File: config.mk
export PLATFORM = sky130hd
export DESIGN_NAME = sprite_quad_batcher_core
export DESIGN_NICKNAME = d
export VERILOG_FILES = /design/src/sv/sqb_pkg.sv /design/src/sv/sqb_ram.sv /design/src/sv/sqb_seq.sv /design/src/sv/sprite_quad_batcher_core.sv
export SDC_FILE = /design/constraint.sdc
export NUM_CORES = 1
export LEC_CHECK = 0
export BUFFER_PORTS_ARGS = -buffer_cell sky130_fd_sc_hd__buf_2
export CAP_MARGIN = 5
export CORE_MARGIN = 5
export CORE_UTILIZATION = 55
export DETAILED_ROUTE_END_ITERATION = 16
export GPL_TIMING_DRIVEN = 0
export HOLD_SLACK_MARGIN = 0.06
export MAX_ROUTING_LAYER = met4
export PLACE_DENSITY = 0.75
export SETUP_SLACK_MARGIN = 0.15
export SYNTH_ARGS = -nofsm -noshare
export SYNTH_HDL_FRONTEND = slang
export SYNTH_SLANG_ARGS = --single-unit
File: constraint.sdc
create_clock -name clk -period 9.55 [get_ports clk]
set_input_delay 0.4775 -clock clk [delete_from_list [all_inputs] [get_ports clk]]
set_output_delay 0.4775 -clock clk [all_outputs]
set_load 0.01 [all_outputs]
File: src/sv/sqb_pkg.sv
// sqb_pkg: shared constants, codes and control structs of the sprite quad batcher.
// Used by sqb_seq and sprite_quad_batcher_core; no dependencies.
`timescale 1ns / 1ps

package sqb_pkg;

  localparam int MAX_QUADS = 1024;
  localparam int TEX_SLOTS = 16;

  // slot counter holds 0..TEX_SLOTS, slot index 0..TEX_SLOTS-1
  localparam int CNT_W  = $clog2(TEX_SLOTS + 1);
  localparam int IDX_W  = (TEX_SLOTS > 1) ? $clog2(TEX_SLOTS) : 1;
  localparam int QCNT_W = $clog2(MAX_QUADS + 1);

  localparam int HANDLE_W = 32;
  localparam int IN_W     = 144;
  localparam int OUT_W    = 136;
  localparam int KIND_W   = 2;

  localparam logic [KIND_W-1:0] KIND_VERTEX = 2'd0;
  localparam logic [KIND_W-1:0] KIND_BIND   = 2'd1;
  localparam logic [KIND_W-1:0] KIND_DRAW   = 2'd2;

  // corner order (-,-) (+,-) (+,+) (-,+); a set bit means the plus side
  localparam logic [3:0] CORNER_SX = 4'b0110;
  localparam logic [3:0] CORNER_SY = 4'b1100;

  typedef logic [3:0] upc_t;

  typedef enum logic [3:0] {
    C_NEVER,
    C_IN,
    C_IDX_END,
    C_MATCH,
    C_FULL,
    C_CORNER_LAST,
    C_QFULL,
    C_PRE
  } cond_t;

  typedef enum logic [1:0] {
    E_NONE,
    E_VTX,
    E_BIND,
    E_DRAW
  } emit_t;

  typedef struct packed {
    logic  accept;
    cond_t cond;
    upc_t  jmp;
    upc_t  nxt;
    emit_t emit;
    logic  idx_clr;
    logic  idx_inc;
    logic  slot_idx;
    logic  slot_used;
    logic  ram_we;
    logic  used_inc;
    logic  quad_inc;
    logic  batch_clr;
    logic  corner_inc;
    logic  pre_ld;
    logic  pre_clr;
  } uword_t;

  typedef struct packed {
    logic in_valid;
    logic idx_end;
    logic match;
    logic full;
    logic corner_last;
    logic qfull;
    logic pre;
    logic out_free;
  } cond_vec_t;

  typedef struct packed {
    uword_t w;
    logic   fire;
    logic   taken;
  } seq_out_t;

endpackage

File: src/sv/sqb_ram.sv
// sqb_ram: generic single-port RAM with registered read data.
// No dependencies.
`timescale 1ns / 1ps

module sqb_ram #(
  parameter int WIDTH = 32,
  parameter int DEPTH = 16
) (
  input  logic                                        clk,
  input  logic                                        we,
  input  logic [((DEPTH > 1) ? $clog2(DEPTH) : 1)-1:0] addr,
  input  logic [WIDTH-1:0]                            wdata,
  output logic [WIDTH-1:0]                            rdata
);

  logic [WIDTH-1:0] mem [DEPTH];

  always_ff @(posedge clk) begin
    if (we) begin
      mem[addr] <= wdata;
    end
    rdata <= mem[addr];
  end

endmodule

File: src/sv/sqb_seq.sv
// sqb_seq: microcode sequencer; program table, step counter and jump conditions.
// Depends on sqb_pkg.
`timescale 1ns / 1ps

module sqb_seq (
  input  logic              clk,
  input  logic              rst,
  input  sqb_pkg::cond_vec_t cv,
  output sqb_pkg::seq_out_t  so
);

  localparam sqb_pkg::upc_t P_IDLE = 4'd0;
  localparam sqb_pkg::upc_t P_CHK  = 4'd1;
  localparam sqb_pkg::upc_t P_CMP  = 4'd2;
  localparam sqb_pkg::upc_t P_MISS = 4'd3;
  localparam sqb_pkg::upc_t P_INS  = 4'd4;
  localparam sqb_pkg::upc_t P_VTX  = 4'd5;
  localparam sqb_pkg::upc_t P_QCHK = 4'd6;
  localparam sqb_pkg::upc_t P_FCHK = 4'd7;
  localparam sqb_pkg::upc_t P_BIND = 4'd8;
  localparam sqb_pkg::upc_t P_DRAW = 4'd9;

  function automatic sqb_pkg::uword_t ucode(sqb_pkg::upc_t a);
    sqb_pkg::uword_t w;
    w      = '0;
    w.cond = sqb_pkg::C_NEVER;
    w.emit = sqb_pkg::E_NONE;
    w.jmp  = P_IDLE;
    w.nxt  = P_IDLE;
    unique case (a)
      P_IDLE: begin
        w.accept  = 1'b1;
        w.cond    = sqb_pkg::C_IN;
        w.jmp     = P_CHK;
        w.nxt     = P_IDLE;
        w.idx_clr = 1'b1;
        w.pre_clr = 1'b1;
      end
      // ram read of slot idx is in flight, data valid in the next step
      P_CHK: begin
        w.cond = sqb_pkg::C_IDX_END;
        w.jmp  = P_MISS;
        w.nxt  = P_CMP;
      end
      P_CMP: begin
        w.cond     = sqb_pkg::C_MATCH;
        w.jmp      = P_VTX;
        w.nxt      = P_CHK;
        w.slot_idx = 1'b1;
        w.idx_inc  = 1'b1;
      end
      P_MISS: begin
        w.cond    = sqb_pkg::C_FULL;
        w.jmp     = P_FCHK;
        w.nxt     = P_INS;
        w.idx_clr = 1'b1;
        w.pre_ld  = 1'b1;
      end
      P_INS: begin
        w.nxt       = P_VTX;
        w.ram_we    = 1'b1;
        w.slot_used = 1'b1;
        w.used_inc  = 1'b1;
      end
      P_VTX: begin
        w.emit       = sqb_pkg::E_VTX;
        w.cond       = sqb_pkg::C_CORNER_LAST;
        w.jmp        = P_QCHK;
        w.nxt        = P_VTX;
        w.corner_inc = 1'b1;
      end
      P_QCHK: begin
        w.cond     = sqb_pkg::C_QFULL;
        w.jmp      = P_FCHK;
        w.nxt      = P_IDLE;
        w.quad_inc = 1'b1;
        w.idx_clr  = 1'b1;
        w.pre_clr  = 1'b1;
      end
      P_FCHK: begin
        w.cond = sqb_pkg::C_IDX_END;
        w.jmp  = P_DRAW;
        w.nxt  = P_BIND;
      end
      P_BIND: begin
        w.emit    = sqb_pkg::E_BIND;
        w.nxt     = P_FCHK;
        w.idx_inc = 1'b1;
      end
      P_DRAW: begin
        w.emit      = sqb_pkg::E_DRAW;
        w.cond      = sqb_pkg::C_PRE;
        w.jmp       = P_INS;
        w.nxt       = P_IDLE;
        w.batch_clr = 1'b1;
      end
      default: begin
        w.nxt = P_IDLE;
      end
    endcase
    return w;
  endfunction

  sqb_pkg::upc_t   pc;
  sqb_pkg::upc_t   pc_next;
  sqb_pkg::uword_t w;
  logic            taken;
  logic            stall;

  always_comb begin
    w = ucode(pc);
    case (w.cond)
      sqb_pkg::C_IN:          taken = cv.in_valid;
      sqb_pkg::C_IDX_END:     taken = cv.idx_end;
      sqb_pkg::C_MATCH:       taken = cv.match;
      sqb_pkg::C_FULL:        taken = cv.full;
      sqb_pkg::C_CORNER_LAST: taken = cv.corner_last;
      sqb_pkg::C_QFULL:       taken = cv.qfull;
      sqb_pkg::C_PRE:         taken = cv.pre;
      default:                taken = 1'b0;
    endcase
    // a result step waits for the output register to be free
    stall   = (w.emit != sqb_pkg::E_NONE) && !cv.out_free;
    pc_next = stall ? pc : (taken ? w.jmp : w.nxt);
    so.w     = w;
    so.fire  = !stall;
    so.taken = taken;
  end

  always_ff @(posedge clk) begin
    if (rst) begin
      pc <= P_IDLE;
    end else begin
      pc <= pc_next;
    end
  end

endmodule

File: src/sv/sprite_quad_batcher_core.sv
// sprite_quad_batcher_core: top level; slot table, batch counters, corner datapath.
// Depends on sqb_pkg, sqb_ram and sqb_seq.
`timescale 1ns / 1ps

// channel | dir | fields
// s_*     | in  | sprite request: tdata only
// m_*     | out | result: tdata, tuser = kind, tlast = last
//
// per sprite without output stalls, a hit on slot k searches slots 0..k and a
// miss searches all n slots in use; a flush adds one ram read and one
// bind transfer per slot, then the draw. the slot search reads one slot ram
// entry per check and compare step pair. reset (rst, synchronous) empties the batch and
// the output register; slot ram contents are left as they are. a result
// waiting in the output register stalls the program only at result steps.

module sprite_quad_batcher_core (
  input  logic                        clk,
  input  logic                        rst,
  input  logic                        s_tvalid,
  output logic                        s_tready,
  // pos_x, pos_y, pos_z, size_w, size_h, color_rgba, tex_handle_in, zero pad
  input  logic [sqb_pkg::IN_W-1:0]    s_tdata,
  output logic                        m_tvalid,
  input  logic                        m_tready,
  // vertex_x, vertex_y, vertex_z, vertex_color, tex_u, tex_v, slot_index,
  // bound_handle, batch_quads, zero pad
  output logic [sqb_pkg::OUT_W-1:0]   m_tdata,
  // kind
  output logic [sqb_pkg::KIND_W-1:0]  m_tuser,
  output logic                        m_tlast
);

  function automatic logic signed [15:0] corner_coord(
    input logic signed [15:0] c,
    input logic               plus,
    input logic        [14:0] size
  );
    logic signed [18:0] twice;
    logic signed [18:0] sz;
    logic signed [17:0] half;
    logic signed [15:0] q;
    sz    = signed'({4'b0, size});
    twice = signed'({c[15], c[15], c, 1'b0}) + (plus ? sz : -sz);
    half  = twice[18:1];
    if (half > 18'sd32767) begin
      q = 16'sh7fff;
    end else if (half < -18'sd32768) begin
      q = -16'sh8000;
    end else begin
      q = half[15:0];
    end
    return q;
  endfunction

  sqb_pkg::cond_vec_t cv;
  sqb_pkg::seq_out_t  so;

  // latched request
  logic signed [15:0]          px, py, pz;
  logic        [14:0]          sw, sh;
  logic        [31:0]          col;
  logic [sqb_pkg::HANDLE_W-1:0] handle;

  logic [sqb_pkg::CNT_W-1:0]   idx;
  logic [sqb_pkg::CNT_W-1:0]   used;
  logic [sqb_pkg::QCNT_W-1:0]  quads;
  logic [sqb_pkg::IDX_W-1:0]   slot;
  logic [1:0]                  corner;
  logic                        pre;

  logic [sqb_pkg::IDX_W-1:0]    ram_addr;
  logic [sqb_pkg::HANDLE_W-1:0] ram_rdata;
  logic                         ram_we;
  logic                         in_xfer;
  logic                         out_free;
  logic                         emit_now;

  // output register fields
  logic [sqb_pkg::KIND_W-1:0] o_kind;
  logic signed [15:0]         o_x, o_y, o_z;
  logic [31:0]                o_col;
  logic                       o_u, o_v;
  logic [3:0]                 o_slot;
  logic [31:0]                o_bound;
  logic [10:0]                o_batch;
  logic                       o_last;

  assign s_tready = so.w.accept && !rst;
  assign in_xfer  = s_tvalid && s_tready;
  assign out_free = !m_tvalid || m_tready;
  assign ram_we   = so.fire && so.w.ram_we;
  assign ram_addr = so.w.ram_we ? used[sqb_pkg::IDX_W-1:0] : idx[sqb_pkg::IDX_W-1:0];
  assign emit_now = so.fire && (so.w.emit != sqb_pkg::E_NONE);

  always_comb begin
    cv.in_valid    = s_tvalid;
    cv.idx_end     = idx >= used;
    cv.match       = ram_rdata == handle;
    cv.full        = used >= sqb_pkg::CNT_W'(sqb_pkg::TEX_SLOTS);
    cv.corner_last = corner == 2'd3;
    cv.qfull       = quads >= sqb_pkg::QCNT_W'(sqb_pkg::MAX_QUADS - 1);
    cv.pre         = pre;
    cv.out_free    = out_free;
  end

  sqb_seq u_seq (
    .clk (clk),
    .rst (rst),
    .cv  (cv),
    .so  (so)
  );

  sqb_ram #(
    .WIDTH (sqb_pkg::HANDLE_W),
    .DEPTH (sqb_pkg::TEX_SLOTS)
  ) u_slot_ram (
    .clk   (clk),
    .we    (ram_we),
    .addr  (ram_addr),
    .wdata (handle),
    .rdata (ram_rdata)
  );

  always_ff @(posedge clk) begin
    if (in_xfer) begin
      px     <= s_tdata[15:0];
      py     <= s_tdata[31:16];
      pz     <= s_tdata[47:32];
      sw     <= s_tdata[62:48];
      sh     <= s_tdata[77:63];
      col    <= s_tdata[109:78];
      handle <= s_tdata[141:110];
    end
  end

  always_ff @(posedge clk) begin
    if (rst) begin
      idx    <= '0;
      used   <= '0;
      quads  <= '0;
      corner <= '0;
      pre    <= 1'b0;
    end else if (so.fire) begin
      if (so.w.idx_clr) begin
        idx <= '0;
      end else if (so.w.idx_inc) begin
        idx <= idx + 1'b1;
      end
      if (so.w.batch_clr) begin
        used  <= '0;
        quads <= '0;
      end else begin
        if (so.w.used_inc) begin
          used <= used + 1'b1;
        end
        if (so.w.quad_inc) begin
          quads <= quads + 1'b1;
        end
      end
      if (so.w.corner_inc) begin
        corner <= corner + 1'b1;
      end
      if (so.w.pre_clr) begin
        pre <= 1'b0;
      end else if (so.w.pre_ld) begin
        pre <= so.taken;
      end
    end
  end

  always_ff @(posedge clk) begin
    if (so.fire) begin
      if (so.w.slot_idx) begin
        slot <= idx[sqb_pkg::IDX_W-1:0];
      end else if (so.w.slot_used) begin
        slot <= used[sqb_pkg::IDX_W-1:0];
      end
    end
  end

  always_ff @(posedge clk) begin
    if (rst) begin
      m_tvalid <= 1'b0;
    end else if (emit_now) begin
      m_tvalid <= 1'b1;
    end else if (m_tready) begin
      m_tvalid <= 1'b0;
    end
  end

  always_ff @(posedge clk) begin
    if (emit_now) begin
      o_x     <= '0;
      o_y     <= '0;
      o_z     <= '0;
      o_col   <= '0;
      o_u     <= 1'b0;
      o_v     <= 1'b0;
      o_slot  <= '0;
      o_bound <= '0;
      o_batch <= '0;
      o_last  <= 1'b0;
      case (so.w.emit)
        sqb_pkg::E_VTX: begin
          o_kind <= sqb_pkg::KIND_VERTEX;
          o_x    <= corner_coord(px, sqb_pkg::CORNER_SX[corner], sw);
          o_y    <= corner_coord(py, sqb_pkg::CORNER_SY[corner], sh);
          o_z    <= pz;
          o_col  <= col;
          o_u    <= sqb_pkg::CORNER_SX[corner];
          o_v    <= sqb_pkg::CORNER_SY[corner];
          o_slot <= 4'(slot);
          // the fourth corner ends the item unless the batch fills up
          o_last <= cv.corner_last && !cv.qfull;
        end
        sqb_pkg::E_BIND: begin
          o_kind  <= sqb_pkg::KIND_BIND;
          o_slot  <= 4'(idx);
          o_bound <= ram_rdata;
        end
        default: begin
          o_kind  <= sqb_pkg::KIND_DRAW;
          o_batch <= 11'(quads);
          o_last  <= !pre;
        end
      endcase
    end
  end

  assign m_tdata = {7'b0, o_batch, o_bound, o_slot, o_v, o_u, o_col, o_z, o_y, o_x};
  assign m_tuser = o_kind;
  assign m_tlast = o_last;

endmodule

=== Yosys cells after proc, flatten, opt, wreduce, memory -nomap -nowiden ===
Memory sizes are Yosys's and may differ from the RTL's. A register that Yosys moved wholly into a read port is not among the register bits.
Index checks and enable logic that the tools add are counted.

* Register bits after elaboration: 307
* Bits in latches: 0
* Bits in writable memories: 512
* Memory bits (read-only): 0
* Input bits: 148
* Output and inout bits: 141
* Logic and storage cells: 144
* Memories: 1

* Add/sub/neg operators: 8
* Multipliers: 0
* Divide/modulo/power cells: 0
* Order comparisons: 8
* Equal/unequal tests: 20
* Shifts and indexed selects: 0
* Multiplexer cells: 43
* Bitwise logic cells: 2
* Reductions and logical operators: 34

{| class="wikitable"
|+ Memory list
! memory !! depth !! bits a word !! rd ports !! clocked after Yosys merged registers in !! write ports !! RTL line !! text
|-
| u_slot_ram.mem || 16 || 32 || 1 || 1 || 1 || sqb_ram.sv:16 || <nowiki>logic [WIDTH-1:0] mem [DEPTH];</nowiki>
|}

{| class="wikitable"
|+ Operators with widths
! cell !! count
|-
| $pmux W7 S8 || 1
|-
| $add A17 B19 Y19 || 2
|-
| $mux W19 || 2
|-
| $neg A15 Y19 || 2
|-
| $gt A18 B16 Y1 const B || 2
|-
| $lt A18 B16 Y1 const B || 2
|-
| $eq A32 B32 Y1 || 1
|-
| $mux W16 || 2
|-
| $mux W15 || 2
|-
| $pmux W4 S6 || 1
|-
| $mux W11 || 2
|-
| $mux W5 || 4
|-
| $mux W1 || 17
|-
| $eq A4 B3 Y1 const B || 4
|-
| $mux W4 || 4
|-
| $reduce_bool A2 Y1 || 7
|-
| $eq A3 B3 Y1 const B || 4
|-
| $reduce_and A2 Y1 || 6
|-
| $reduce_or A2 Y1 || 6
|-
| $add A11 B1 Y11 const B || 1
|-
| $ge A11 B10 Y1 const B || 1
|-
| $add A5 B1 Y5 const B || 2
|-
| $eq A4 B2 Y1 const B || 2
|-
| $eq A4 B4 Y1 const B || 2
|-
| 22 further kinds || 36
|}

=== Logic depth before layout (Yosys ltp) ===
* Depth in word-level cells: 8
* Mapped depth: 16
* Gate-level depth less buffers: 15

=== Modules after synthesis ===
Synthesis repeated with hierarchy kept, for this count alone.

* Cell total of the unflattened synthesis: 2003
* Area, all modules: 34441.8 um^2

{| class="wikitable"
|+ By module, submodules not included
! module !! times used !! cells each !! area an instance (um^2) !! sequential area each (um^2)
|-
| sqb_ram || 1 || 840 || 19862.8 || 16015.4
|-
| sprite_quad_batcher_core || 1 || 1062 || 13848.3 || 8848.5
|-
| sqb_seq || 1 || 101 || 730.7 || 80.1
|}

=== Least setup slack after synthesis ===
No wires, ideal clock.

* Kind: reg-to-reg
* Start point: register u_seq.pc[0]
* End point: register o_last, in the netlist m_tlast, enable pin
* Setup time: 0.640 ns
* Arrival time: 7.194 ns
* Required time: 8.910 ns
* Slack: 1.716 ns
* Cell stages (with the launch flop): 6
* Buffers on the path: 2
* Clock period less this slack: 7.834 ns
* Path through: dfxtp_1 -> clkbuf_1 -> clkbuf_1 -> o21ai_0 -> ha_1 -> nor2b_1

* Cells in the longest elaborated chain, start to end: 6
* Elaborated cells on any way between the ends: 8
* Those cells by class: eq/ne (3); mux (1); reduce/logical (4)

{| class="wikitable"
|+ Ends and longest elaborated chain
! what !! RTL line !! text
|-
| start, declared || sqb_seq.sv:104 || <nowiki>sqb_pkg::upc_t pc;</nowiki>
|-
| start signal, assigned || sqb_seq.sv:134 || <nowiki>pc <= pc_next;</nowiki>
|-
| $eq A4 B4 Y1 / $eq A4 B3 Y1 (equally long branches) || sqb_seq.sv:30 || <nowiki>unique case (a)</nowiki>
|-
| $pmux W2 S3 (*) || sqb_seq.sv:30 ||
|-
| $reduce_bool A2 Y1 (*) || sqb_seq.sv:123, sprite_quad_batcher_core.sv:93 ||
|-
| $logic_and A1 B1 Y1 || sqb_seq.sv:123 || <nowiki>stall = (w.emit != sqb_pkg::E_NONE) && !cv.out_free;</nowiki>
|-
| $logic_not A1 Y1 || sqb_seq.sv:126 || <nowiki>so.fire = !stall;</nowiki>
|-
| $logic_and A1 B1 Y1 (*) || sprite_quad_batcher_core.sv:93 || <nowiki>assign emit_now = so.fire && (so.w.emit != sqb_pkg::E_NONE);</nowiki>
|-
| net emit_now || sprite_quad_batcher_core.sv:76 || <nowiki>logic emit_now;</nowiki>
|-
| end signal, assigned || sprite_quad_batcher_core.sv:214 || <nowiki>o_last <= cv.corner_last && !cv.qfull;</nowiki>
|-
| end signal, assigned || sprite_quad_batcher_core.sv:224 || <nowiki>o_last <= !pre;</nowiki>
|-
| end, declared || sprite_quad_batcher_core.sv:86 || <nowiki>logic o_last;</nowiki>
|}

Mark *: on every way through the listed nets, which the timed path passes. The rest lies on a longest branch.
A chain may end at the register's enable or synchronous reset.

=== Worst setup path after layout ===
* Start point: register sh[4]
* End point: register o_y[0], data pin

* Cells in the longest elaborated chain, start to end: 6
* Elaborated cells on any way between the ends: 7
* Those cells by class: add/sub (2); order compare (2); mux (3)

{| class="wikitable"
|+ Ends and longest elaborated chain
! what !! RTL line !! text
|-
| start, declared || sprite_quad_batcher_core.sv:60 || <nowiki>logic [14:0] sw, sh;</nowiki>
|-
| start signal, assigned || sprite_quad_batcher_core.sv:130 || <nowiki>sh <= s_tdata[77:63];</nowiki>
|-
| $neg A15 Y19 || sprite_quad_batcher_core.sv:43 || <nowiki>twice = signed'({c[15], c[15], c, 1'b0}) + (plus ? sz : -sz);</nowiki>
|-
| $mux W19 (*) || sprite_quad_batcher_core.sv:43 ||
|-
| $add A17 B19 Y19 (*) || sprite_quad_batcher_core.sv:43 ||
|-
| $lt A18 B16 Y1 || sprite_quad_batcher_core.sv:47 || <nowiki>end else if (half < -18'sd32768) begin</nowiki>
|-
| $mux W16 || sprite_quad_batcher_core.sv:47 ||
|-
| $mux W15 (*) || sprite_quad_batcher_core.sv:45 || <nowiki>if (half > 18'sd32767) begin</nowiki>
|-
| end signal, assigned || sprite_quad_batcher_core.sv:207 || <nowiki>o_y <= corner_coord(py, sqb_pkg::CORNER_SY[corner], sh);</nowiki>
|-
| end, declared || sprite_quad_batcher_core.sv:80 || <nowiki>logic signed [15:0] o_x, o_y, o_z;</nowiki>
|}

Mark *: on every way between the ends. The rest lies on a longest branch, timed or not.

==> impl_metrics.json <==
{
  "status": "complete, no violations",
  "maxClockFrequency_mhz": 216,
  "clk_pin_slew_worst_paths_ns": 0.07,
  "cts-root-buf": "clkbuf_16",
  "antenna_found_initial": 0,
  "n_fill_cell": 3922,
  "crit_fanout": 5,
  "via_per_inst": 5.81,
  "area_growth_pct": 22.2,
  "power.internal_w": 0.00692,
  "place_inst": 3176,
  "p_switching_w": 0.00227,
  "wl_met2_microns": 41700,
  "drtAntennaViolNets": 0,
  "wl_met3_microns": 6350,
  "netlist_area_sq_um": 34100,
  "drt-total-wl_microns": 82300,
  "syn_inst": 2010,
  "yosys_warnings": 0,
  "p_clk_share_pct": 37.3,
  "crit_required_ns": 9.99,
  "end_kind": "flip-flop",
  "synthDistinctLibCells": 65,
  "crit_type": "reg -> reg",
  "synth_top_area_cell": "edfxtp_1",
  "fin_crit_ns": 4.62,
  "synthArstFlopShare_pct": 0,
  "switching_share_pct": 24.7,
  "rrSetupSlack_ns": 4.93,
  "dieHeight_microns": 259,
  "fin_cells": 3481,
  "worstSetupStartpoint": "sh[4]",
  "num_vias": 20200,
  "p_seq_share_pct": 48.1,
  "power_frac_comb_pct": 14.6,
  "wl_met1_microns": 31700,
  "yosys-top-cells-area": "edfxtp_1 (70%), mux4_2 (8.5%), dfxtp_1 (3.6%)",
  "arrival_ns": 5.06,
  "std_cell_rows": 91,
  "start_kind": "flip-flop",
  "max_cap_viol_count": 0,
  "finalSetupTns_ns": 0,
  "grt_usage_pct": 25.1,
  "cts_max_level": 3,
  "grt_max_degree": 68,
  "ys_ff_latch": 851,
  "synth_enable_flop_cells": 790,
  "clockBufferDepth": 3,
  "nets": 2771,
  "seq_area_frac_synth_pct": 73.1,
  "power_density_nw_per_um2": 220,
  "critPathCapture": "o_y[0]",
  "r2r-start": "sh[4]",
  "grt_pass1_vias": 20700,
  "min_period_over_period_pct": 48.4,
  "setup_viol": 0,
  "firstDrtPassIters": 6,
  "skew_ns": 0.0351,
  "rr_endpoint": "o_y[0]",
  "final_common_cell": "edfxtp_1",
  "die_w_microns": 259,
  "clock_sinks": 851,
  "netlist.area_leader.share_pct": 69.5,
  "layout_common_cells": "edfxtp_1 (790), buf_2 (290), nand2_1 (169)",
  "synth_ff_type": "edfxtp_1",
  "die-area_sq_um": 67100,
  "dp_hpwl_microns": 53700,
  "grt-ovfl-total": 0,
  "start_util_pct": 55.4,
  "cts_resized": 0,
  "tightestPinTransition_ns": 1.13,
  "num_io_pins": 289,
  "cts_buffers": 86,
  "grt_pass1_wl_microns": 124000,
  "hold_viol": 0,
  "hold_class": "in -> reg",
  "cts_tree": "yes",
  "wl_per_cell_microns": 23.6,
  "avgSynthCellArea_sq_um": 17.0,
  "finalMaxSlewViolations": 0,
  "routed.top_layer": "met4",
  "ir_drop_v": 0.000171,
  "slew_headroom_pct": 24.6,
  "drc": 0,
  "gp_congestion": 0.887,
  "rsz0062_at_grt": "no",
  "clock_latency_ns": 0.65,
  "core_area_sq_um": 61600,
  "leakage_nw": 14.6,
  "drive_above_1_share_pct": 24.6,
  "dr.first_iter.drc_count": 1935,
  "worstRegToRegCells": 15,
  "port_buffers": 278
}
==> cell type report <==
class / instances / area [sq um] / area share, %
Tap cell: 837 / 1050 / 2.51
Inverter: 38 / 143 / 0.342
Timing Repair Buffer: 465 / 3470 / 8.33
Antenna cell: 1 / 2.50 / 0.00600
Clock buffer: 114 / 2360 / 5.66
Sequential cell: 851 / 24900 / 59.8
Clock inverter: 48 / 564 / 1.35
Multi-Input combinational cell: 1033 / 8630 / 20.7
Buffer: 94 / 523 / 1.25
==> worst min path at each step <==
stage	startpoint	to	slack, ns	cells after the start
2_1_floorplan	pre	pre	0.44	2
3_3_place_gp	quads[10]	quads[10]	0.48	2
3_5_place_dp	pre	pre	0.49	2
4_1_cts	m_tready	m_tvalid	0.15	3
5_1_grt	m_tready	m_tvalid	0.18	3
6_report	m_tready	m_tvalid	0.19	3
==> registers in the layout, summed over array words and instances (netlist names), 11 cells and up <==
register,cells
o_y,16
o_bound,32
o_z,16
col,32
quads,11
u_slot_ram.rdata,32
u_slot_ram.mem,512
o_batch,11
py,16
sh,15
o_x,16
pz,16
sw,15
o_col,32
px,16
handle,32
==> cells in the mapped netlist, drive strengths merged (2+ instances only) <==
master / number
and3: 36
or3: 11
a41oi: 4
mux4: 128
o211ai: 4
nand3: 18
xor2: 48
xnor2: 53
o311ai: 2
mux2i: 8
clkbuf: 47
nor2: 72
ha: 52
o21bai: 9
a311oi: 2
and3b: 2
nand2b: 7
o21ai: 62
o221ai: 2
o22ai: 3
o21a: 4
a221oi: 3
nand4: 20
inv: 38
a211oi: 5
edfxtp: 790
nand2: 169
nor4: 9
nor3b: 5
fa: 2
buf: 47
a31oi: 40
a22oi: 6
nor3: 27
o31a: 2
and2: 88
a21o: 16
nor2b: 22
dfxtp: 61
a21oi: 69
mux2: 4
==> what timing repair did <==
action | CTS | global route
endpoints found under the hold margin | 142 | 0
hold buffers | 142 | 0
setup buffers | 0 | 0
==> routing by layer <==
metal  GRT usage, %  vias up
li1               -     8875
met1           32.2    10200
met2           41.8      956
met3           4.41      185
met4           7.35        0
met5              -        -
==> through the flow <==
stage	util (%)	total power, W	cell area [sq um]	worst slack (ns)	hold WS, ns
floorplan	-	0.00540	34100	1.72	0.442
global placement	59.4	0.00576	36600	-1.43	0.479
detailed placement	60.6	0.00577	37300	5.03	0.490
CTS	67.7	0.00925	41700	4.98	0.147
global route	67.7	0.00954	41700	4.63	0.178
finish	67.7	0.00919	41700	4.93	0.188
==> critical path, cell delays in order (launching register included) <==
cell and delay (ns):
edfxtp_1 0.47, nor4_2 0.36, nand2b_1 0.17, or4_1 0.52, nor2_1 0.13, a21oi_1 0.09, xor2_1 0.19, ha_1 0.39
nand4_1 0.12, a211oi_1 0.32, a21oi_2 0.13, o21ai_1 0.25, a211oi_1 0.12, xnor2_1 0.55, o21ai_0 0.35, a21oi_1 0.29
==> power by group through the flow <==
stage          Sequential [W]  Combinational [W]  Clock, W
2_1_floorplan         0.00445           0.000949         0
3_3_place_gp          0.00451            0.00125         0
3_5_place_dp          0.00449            0.00129         0
4_1_cts               0.00441            0.00135   0.00349
5_1_grt               0.00443            0.00145   0.00366
6_report              0.00442            0.00134   0.00343
==> cell families after synthesis <==
| kind of cell | synth area share, % |
|---|---|
| DFF | 73.1 |
| and+or+nand+nor | 7.20 |
| AOI/OAI and AO/OA | 4.28 |
| muxes | 8.82 |
| buffers and inverters | 1.95 |
| xor gates and xnor gates | 2.59 |
| adders and majority gates | 2.02 |
| other | 0.0110 |
Note: power is estimated with default switching activity, not from simulation.
